$ cat config.mk
export PLATFORM = sky130hd
export DESIGN_NAME = halfwidth_to_fullwidth_katakana
export DESIGN_NICKNAME = d
export VERILOG_FILES = /design/src/design/hwfk_pkg.sv /design/src/design/hwfk_front.sv /design/src/design/hwfk_queue.sv /design/src/design/hwfk_back.sv /design/src/design/halfwidth_to_fullwidth_katakana.sv
export VERILOG_INCLUDE_DIRS = /design/src /design/src/design
export SDC_FILE = /design/constraint.sdc
export NUM_CORES = 1
export LEC_CHECK = 0
export ABC_CLOCK_PERIOD_IN_PS = 2830
export BUFFER_PORTS_ARGS = -buffer_cell sky130_fd_sc_hd__buf_4
export CAP_MARGIN = 20
export CORE_MARGIN = 5
export CORE_UTILIZATION = 30
export DETAILED_ROUTE_END_ITERATION = 6
export PLACE_DENSITY = 0.56
export SYNTH_ARGS = -nofsm -noshare
export SYNTH_HDL_FRONTEND = slang
export SYNTH_SLANG_ARGS = --single-unit
$ cat constraint.sdc
create_clock -name clk -period 2.83 [get_ports clk]
set_clock_uncertainty 0.2 [all_clocks]
set_input_delay 0.283 -clock clk [delete_from_list [all_inputs] [get_ports clk]]
set_output_delay 0.283 -clock clk [all_outputs]
set_load 0.005 [all_outputs]
$ cat src/design/halfwidth_to_fullwidth_katakana_defines.svh
// assertion macros for the halfwidth to fullwidth katakana converter
`ifndef HALFWIDTH_TO_FULLWIDTH_KATAKANA_DEFINES_SVH
`define HALFWIDTH_TO_FULLWIDTH_KATAKANA_DEFINES_SVH
`ifndef SYNTH
// condition and consequence in the same cycle
`define HWFK_ASSERT_SAME(label, ante, cons, msg) \
	label: assert property (@(posedge clk) disable iff (!arst_n) (ante) |-> (cons)) \
		else $error(msg);
// consequence in the cycle after the condition
`define HWFK_ASSERT_NEXT(label, ante, cons, msg) \
	label: assert property (@(posedge clk) disable iff (!arst_n) (ante) |=> (cons)) \
		else $error(msg);
`else
`define HWFK_ASSERT_SAME(label, ante, cons, msg)
`define HWFK_ASSERT_NEXT(label, ante, cons, msg)
`endif
`endif

$ cat src/design/hwfk_pkg.sv
// shared types, constants and kana table of the katakana converter
package hwfk_pkg;

	localparam logic [15:0] KANA_BASE   = 16'hFF60;
	localparam logic [15:0] KANA_MASK   = 16'hFFE0;
	localparam logic [15:0] KANA_HIGH   = 16'hFF80;
	localparam logic [15:0] MARK_VOICED = 16'hFF9E;
	localparam logic [15:0] MARK_SEMI   = 16'hFF9F;
	localparam logic [15:0] VOICED_LO   = 16'hFF76;
	localparam logic [15:0] VOICED_HI   = 16'hFF84;
	localparam logic [15:0] SEMI_LO     = 16'hFF8A;
	localparam logic [15:0] SEMI_HI     = 16'hFF8E;

	localparam int OFS_W  = 6;
	localparam int QDEPTH = 4;
	localparam int QPTR_W = $clog2(QDEPTH);
	localparam int QCNT_W = $clog2(QDEPTH + 1);

	localparam logic [15:0] KANA_TABLE [0:63] = '{
		16'hff60, 16'h3002, 16'h300c, 16'h300d, 16'h3001, 16'h30fb, 16'h30f2, 16'h30a1,
		16'h30a3, 16'h30a5, 16'h30a7, 16'h30a9, 16'h30e3, 16'h30e5, 16'h30e7, 16'h30c3,
		16'h30fc, 16'h30a2, 16'h30a4, 16'h30a6, 16'h30a8, 16'h30aa, 16'h30ab, 16'h30ad,
		16'h30af, 16'h30b1, 16'h30b3, 16'h30b5, 16'h30b7, 16'h30b9, 16'h30bb, 16'h30bd,
		16'h30bf, 16'h30c1, 16'h30c4, 16'h30c6, 16'h30c8, 16'h30ca, 16'h30cb, 16'h30cc,
		16'h30cd, 16'h30ce, 16'h30cf, 16'h30d2, 16'h30d5, 16'h30d8, 16'h30db, 16'h30de,
		16'h30df, 16'h30e0, 16'h30e1, 16'h30e2, 16'h30e4, 16'h30e6, 16'h30e8, 16'h30e9,
		16'h30ea, 16'h30eb, 16'h30ec, 16'h30ed, 16'h30ef, 16'h30f3, 16'h309b, 16'h309c
	};

	// classified item as it travels from front to back
	typedef struct packed {
		logic [15:0]      unit;
		logic             last;
		logic [OFS_W-1:0] offset;
		logic             in_block;
		logic             can_hold;
		logic             can_semi;
		logic             is_voiced;
		logic             is_semi;
	} entry_t;

	// queue status seen by the top level
	typedef struct packed {
		logic full;
		logic empty;
	} q_stat_t;

	// back end status seen by the top level
	typedef struct packed {
		logic held;
		logic deq;
		logic deq_last;
	} bk_stat_t;

endpackage

$ cat src/design/hwfk_front.sv
// front end: classifies each incoming code unit
module hwfk_front (
	input  logic [15:0]     code_unit,
	input  logic            end_of_text,
	output hwfk_pkg::entry_t entry
);

	logic semi_rng;
	logic voiced_rng;

	// range checks for the bases that take sound marks
	always_comb begin
		semi_rng   = (code_unit >= hwfk_pkg::SEMI_LO) && (code_unit <= hwfk_pkg::SEMI_HI);
		voiced_rng = (code_unit >= hwfk_pkg::VOICED_LO) && (code_unit <= hwfk_pkg::VOICED_HI);
	end

	// build the classified item
	always_comb begin
		entry.unit      = code_unit;
		entry.last      = end_of_text;
		entry.offset    = hwfk_pkg::OFS_W'(code_unit - hwfk_pkg::KANA_BASE);
		entry.in_block  = ((code_unit & hwfk_pkg::KANA_MASK) == hwfk_pkg::KANA_BASE) ||
			((code_unit & hwfk_pkg::KANA_MASK) == hwfk_pkg::KANA_HIGH);
		entry.can_hold  = voiced_rng || semi_rng;
		entry.can_semi  = semi_rng;
		entry.is_voiced = (code_unit == hwfk_pkg::MARK_VOICED);
		entry.is_semi   = (code_unit == hwfk_pkg::MARK_SEMI);
	end

endmodule

$ cat src/design/hwfk_queue.sv
// short queue of classified items between front and back
module hwfk_queue (
	input  logic                 clk,
	input  logic                 arst_n,
	input  logic                 wr_en,
	input  hwfk_pkg::entry_t     wr_data,
	input  logic                 rd_en,
	output hwfk_pkg::entry_t     rd_data,
	output hwfk_pkg::q_stat_t    stat
);

	hwfk_pkg::entry_t                 slots_q [hwfk_pkg::QDEPTH];
	logic [hwfk_pkg::QPTR_W-1:0]      wr_ptr_q;
	logic [hwfk_pkg::QPTR_W-1:0]      rd_ptr_q;
	logic [hwfk_pkg::QCNT_W-1:0]      count_q;
	logic                             do_wr;
	logic                             do_rd;

	// status and qualified strobes
	always_comb begin
		stat.full  = (count_q == hwfk_pkg::QCNT_W'(hwfk_pkg::QDEPTH));
		stat.empty = (count_q == '0);
		do_wr      = wr_en && !stat.full;
		do_rd      = rd_en && !stat.empty;
		rd_data    = slots_q[rd_ptr_q];
	end

	// storage
	always_ff @(posedge clk) begin
		if (do_wr) begin
			slots_q[wr_ptr_q] <= wr_data;
		end
	end

	// pointers and fill count
	always_ff @(posedge clk or negedge arst_n) begin
		if (!arst_n) begin
			wr_ptr_q <= '0;
			rd_ptr_q <= '0;
			count_q  <= '0;
		end else begin
			if (do_wr) begin
				wr_ptr_q <= wr_ptr_q + 1'b1;
			end
			if (do_rd) begin
				rd_ptr_q <= rd_ptr_q + 1'b1;
			end
			case ({do_wr, do_rd})
				2'b10:   count_q <= count_q + 1'b1;
				2'b01:   count_q <= count_q - 1'b1;
				default: count_q <= count_q;
			endcase
		end
	end

endmodule

$ cat src/design/hwfk_back.sv
// back end: merges voiced marks, maps units, drives the result register
module hwfk_back (
	input  logic                  clk,
	input  logic                  arst_n,
	input  hwfk_pkg::entry_t      entry,
	input  logic                  entry_valid,
	output logic                  deq,
	input  logic                  pop,
	output logic                  empty,
	output logic [15:0]           out_unit,
	output logic                  out_last,
	output hwfk_pkg::bk_stat_t    stat
);

	logic                       held_valid_q;
	logic [hwfk_pkg::OFS_W-1:0] held_offset_q;
	logic                       held_semi_q;
	logic                       out_valid_q;
	logic [15:0]                out_unit_q;
	logic                       out_last_q;

	logic                       can_emit;
	logic                       hold_new;
	logic                       emit;
	logic [15:0]                emit_unit;
	logic                       emit_last;
	logic                       held_next;
	logic [15:0]                mapped_held;
	logic [15:0]                mapped_cur;

	// table lookups for the held base and the current item
	always_comb begin
		mapped_held = hwfk_pkg::KANA_TABLE[held_offset_q];
		mapped_cur  = entry.in_block ? hwfk_pkg::KANA_TABLE[entry.offset] : entry.unit;
		hold_new    = !entry.last && entry.can_hold;
		can_emit    = !out_valid_q || pop;
	end

	// decide what the head item does this cycle
	always_comb begin
		deq       = 1'b0;
		emit      = 1'b0;
		emit_unit = mapped_cur;
		emit_last = entry.last;
		held_next = held_valid_q;
		if (entry_valid) begin
			if (held_valid_q) begin
				if (can_emit) begin
					emit = 1'b1;
					if (entry.is_voiced) begin
						emit_unit = mapped_held + 16'd1;
						deq       = 1'b1;
						held_next = 1'b0;
					end else if (entry.is_semi && held_semi_q) begin
						emit_unit = mapped_held + 16'd2;
						deq       = 1'b1;
						held_next = 1'b0;
					end else begin
						// flush the held base; the item stays unless it is held itself
						emit_unit = mapped_held;
						emit_last = 1'b0;
						deq       = hold_new;
						held_next = hold_new;
					end
				end
			end else if (hold_new) begin
				deq       = 1'b1;
				held_next = 1'b1;
			end else if (can_emit) begin
				emit = 1'b1;
				deq  = 1'b1;
			end
		end
	end

	// hold register
	always_ff @(posedge clk or negedge arst_n) begin
		if (!arst_n) begin
			held_valid_q  <= 1'b0;
			held_offset_q <= '0;
			held_semi_q   <= 1'b0;
		end else begin
			held_valid_q <= held_next;
			if (deq && hold_new) begin
				held_offset_q <= entry.offset;
				held_semi_q   <= entry.can_semi;
			end
		end
	end

	// result register valid
	always_ff @(posedge clk or negedge arst_n) begin
		if (!arst_n) begin
			out_valid_q <= 1'b0;
		end else if (emit) begin
			out_valid_q <= 1'b1;
		end else if (pop) begin
			out_valid_q <= 1'b0;
		end
	end

	// result register payload
	always_ff @(posedge clk) begin
		if (emit) begin
			out_unit_q <= emit_unit;
			out_last_q <= emit_last;
		end
	end

	assign empty         = !out_valid_q;
	assign out_unit      = out_unit_q;
	assign out_last      = out_last_q;
	assign stat.held     = held_valid_q;
	assign stat.deq      = deq;
	assign stat.deq_last = entry.last;

endmodule

$ cat src/design/halfwidth_to_fullwidth_katakana.sv
// top level of the halfwidth to fullwidth katakana converter
// path: an item passes the queue and the back end into the result register; a mergeable
//   base waits for the next item before it or its merged form appears
// throughput: one item per cycle while the queue is not full and results are popped; a
//   held base gives no result, and an item that follows it unmerged waits while it is flushed
// reset: clears the four-entry item queue, the held base and the result register
`include "halfwidth_to_fullwidth_katakana_defines.svh"
module halfwidth_to_fullwidth_katakana (
	input  logic        clk,
	input  logic        arst_n,
	input  logic        push,
	output logic        full,
	input  logic [15:0] code_unit,
	input  logic        end_of_text,
	output logic        empty,
	input  logic        pop,
	output logic [15:0] out_unit,
	output logic        out_last
);

	hwfk_pkg::entry_t   front_entry;
	hwfk_pkg::entry_t   head_entry;
	hwfk_pkg::q_stat_t  q_stat;
	hwfk_pkg::bk_stat_t bk_stat;
	logic               deq;

	// classify incoming items
	hwfk_front u_front (
		.code_unit   (code_unit),
		.end_of_text (end_of_text),
		.entry       (front_entry)
	);

	// decoupling queue
	hwfk_queue u_queue (
		.clk     (clk),
		.arst_n  (arst_n),
		.wr_en   (push),
		.wr_data (front_entry),
		.rd_en   (deq),
		.rd_data (head_entry),
		.stat    (q_stat)
	);

	// merge and map
	hwfk_back u_back (
		.clk         (clk),
		.arst_n      (arst_n),
		.entry       (head_entry),
		.entry_valid (!q_stat.empty),
		.deq         (deq),
		.pop         (pop),
		.empty       (empty),
		.out_unit    (out_unit),
		.out_last    (out_last),
		.stat        (bk_stat)
	);

	assign full = q_stat.full;

	// checks
	`HWFK_ASSERT_SAME(a_queue_full_not_empty, q_stat.full, !q_stat.empty, "queue full and empty")
	`HWFK_ASSERT_SAME(a_deq_has_entry, bk_stat.deq, !q_stat.empty, "dequeue from empty queue")
	`HWFK_ASSERT_NEXT(a_last_clears_hold, bk_stat.deq && bk_stat.deq_last, !bk_stat.held, "held at end")

endmodule

==> flow_summary.yaml <==
status:
  outcome: "complete, but fails checks"
  violations: "negative setup slack"
sta:
  setup_ws_ns: -0.0217
  fin_crit_ns: 2.85
  final_hold_viol_count: 0
  max_freq_mhz: 351
  rsz0062_at_grt: "true"
  fin_tns_setup_ns: -0.0268
  setup_violations: 2
  slew_headroom_pct: 55.6
  worstMarginPinSlew_ns: 0.659
  drv_slew: 0
  fin_crit_sh_pct: 101
grt:
  grt_use_total_pct: 13.4
  overflow: 0
  grt_max_degree: 24
  antenna_found_initial: 0
  grt_pass1_vias: 5075
  grt_pass1_wl_mm: 27.5
clock_tree:
  cts_sinks: 125
  cts-buffers-inserted: 17
  cts-root-buf: "clkbuf_16"
  htree_num_levels: 4
  insertion_delay_ns: 0.42
  clk_pin_slew_ns: 0.06
  cts_max_path_buffers: 2
  tritoncts: "done"
setup_path:
  crit_buf_inv: 3
  critPathLaunchType: "register"
  required_ns: 2.91
  critPathKind: "reg -> reg"
  cp_slowest_stage_delay_ns: 0.57
  cp_max_fo: 10
  crit_slowest_cell: "mux4_2"
  cp_cell_sequence: "buf_12, mux4_2, buf_4, ha_1, inv_1, nor2_1, a21oi_1, a211oi_1, o31ai_1, and3_1"
  arrival_ns: 2.93
  crit_path_end_kind: "register"
  critPathTopFamily: "multiplexers"
synth:
  synth.avg_cell_area_um2: 12.2
  yosysSeqAreaShare_pct: 54.8
  ys_ff_latch: 125
  synth_edf_count: 109
  synth_ff_type: "edfxtp_1"
  synthesis.nets: 590
  yosysTopAreaCellShare_pct: 48.8
  syn_inst: 548
  synth.largest_area_cell: "edfxtp_1"
  ys_warn_count: 0
  synth_cell_type_count: 72
  async_flop_share_pct: 12.8
  synthesis.area_mm2: 0.00670
  yosys-top-cells-area: "edfxtp_1 49%, mux4_2 7.4%, dfrtp_1 6.0%"
pwr:
  p_seq_share_pct: 24.5
  power.density_mw_per_mm2: 1320
  swShare_pct: 38.8
  pwr-share-clk_pct: 18.8
  combPwrFrac_pct: 56.6
  intPower_w: 0.00730
  p_switching_w: 0.00462
  peakVddDrop_mv: 0.612
  p_leak_nw: 3.49
floorplan:
  die_area_mm2: 0.0254
  die_w_um: 159
  pin_count: 40
  coreArea_mm2: 0.0219
  fp.dieH_um: 159
  row_count: 54
  start_util_pct: 30.6
drt:
  drt_first_pass_iters: 5
  routedWlPerCell_um: 17.2
  vias_per_cell: 5.06
  drt_iter0_drc: 279
  antenna_left: 0
  num_vias: 5016
  drc: 0
  wl_mm: 17.0
final_layout:
  syn2layout_area_growth_pct: 35.2
  fill_cells: 2079
  multi_input_area_mm2: 0.00294
  drive_above_1_share_pct: 36.9
  register_area_mm2: 0.00368
  diodes: 0
  finalNonFillerCells: 992
  layout_commonest_cell: "buf_4"
  layout_common_cells: "145 x buf_4, 109 x edfxtp_1, 48 x nand2_1, 33 x a21oi_1"
  nets: 741
run:
  max_cap_violations: 0
place:
  routabilityCongestion: 0.890
  numPortBuffers: 39
  dp_hpwl_mm: 12.1
  dp.cells: 924
  dp_slack_ns: -0.0824
hold_path:
  worstHoldPathType: "in -> async"
state kept, by name (all words and copies together), names as in the netlist:
| signal | count |
|---|---|
| u_queue.wr_ptr_q | 2 |
| u_queue.slots_q | 92 |
| u_back.out_valid_q | 1 |
| u_back.held_semi_q | 1 |
| u_back.out_last | 1 |
| u_back.held_valid_q | 1 |
| u_queue.count_q | 3 |
| u_queue.rd_ptr_q | 2 |
| u_back.out_unit | 16 |
| u_back.held_offset_q | 6 |
metrics by stage:
| stage | total power (W) | area (um2) | hold WS (ns) | utilization (%) |
|---|---|---|---|---|
| finish | 0.0119 | 9060 | 0.0680 | 41.4 |
| global route | 0.0127 | 9060 | 0.0788 | 41.4 |
| CTS | 0.0115 | 8830 | 0.0667 | 40.3 |
| detailed placement | 0.00902 | 7950 | -0.0283 | 36.3 |
| global placement | 0.00896 | 7950 | -0.0378 | 36.3 |
| floorplan | 0.00665 | 6770 | -0.213 | - |
power by group through the flow:
stage	Sequential, W	Clock [W]	Combinational [W]
3_5_place_dp	0.00296	0	0.00606
3_3_place_gp	0.00294	0	0.00603
5_1_grt	0.00297	0.00239	0.00735
6_report	0.00292	0.00225	0.00675
2_1_floorplan	0.00284	0	0.00381
4_1_cts	0.00292	0.00230	0.00629
worst reg2reg max path: cells and delay by family (launching register included):
kind                       cells  cell delay, ns
adders and majority gates      1            0.23
AOI/OAI and AO/OA              3            0.55
and+or+nand+nor                2            0.28
DFF                            1            0.42
muxes                          1            0.57
buffers and inverters          3            0.47
repair_timing:
item	in CTS	in global routing
hold endpoints to repair	84	0
pin swaps	10	16
gates resized for setup	8	29
hold buffers	18	0
setup buffers	6	13
endpoints found under the setup margin	7	10
worst paths after layout:
kind	startpoint	endpoint	slack, ns	depth (start not counted)
worst max register to register	u_queue.rd_ptr_q[0]	u_back.out_unit[2]	-0.02	10
worst min register to register	u_queue.count_q[2]	u_queue.count_q[2]	0.30	1
worst max-delay path	u_queue.rd_ptr_q[0]	u_back.out_unit[2]	-0.02	10
max in group asynchronous	arst_n	u_back.held_offset_q[4]	2.15	2
worst min-delay path	arst_n	u_queue.count_q[1]	0.07	2
min in group clk	push	u_queue.wr_ptr_q[0]	0.11	4
metal layers:
metal / GRT usage [%] / vias up / wire [um]
met1: 17.3 / 2503 / 7700
li1: - / 2414 / -
met3: 2.69 / 15 / 497
met4: 3.88 / 0 / 230
met5: 0 / - / 0
met2: 22.8 / 84 / 8600
synth_stat cells (5+ instances only):
cell type / number
clkbuf_1: 15
nand2b_1: 7
mux2i_1: 8
and2_1: 9
mux2_2: 7
o211ai_1: 5
nor3_1: 11
nand3_1: 12
a31oi_1: 7
edfxtp_1: 109
mux4_2: 22
ha_1: 20
o21ai_0: 26
nor3b_1: 5
nand2_1: 49
xnor2_1: 8
buf_2: 17
a21oi_1: 33
xor2_1: 5
inv_1: 16
o31ai_1: 5
nor2b_1: 8
o21a_1: 6
dfrtp_1: 16
a211oi_1: 10
nor2_1: 28
logic make-up (layout without fill, tap and decap cells):
logic type	after synthesis	count (layout)	share of synthesized area, %
AOI/OAI and AO/OA	137	137	13.7
xor gates and xnor gates	13	13	1.70
adders and majority gates	21	21	4.03
buffers and inverters	58	222	3.96
DFF	125	125	54.8
muxes	38	38	9.93
and+or+nand+nor	156	156	11.8
area by class of cell:
class | count | area share (%)
multi-input cells | 365 | 32.5
clock inverters | 15 | 2.09
repair buffers | 171 | 15.5
clock buffers | 17 | 4.70
flip-flops and latches | 125 | 40.6
well taps | 280 | 3.87
inverters | 19 | 0.815
No activity file was read; power rests on OpenSTA's default activity.
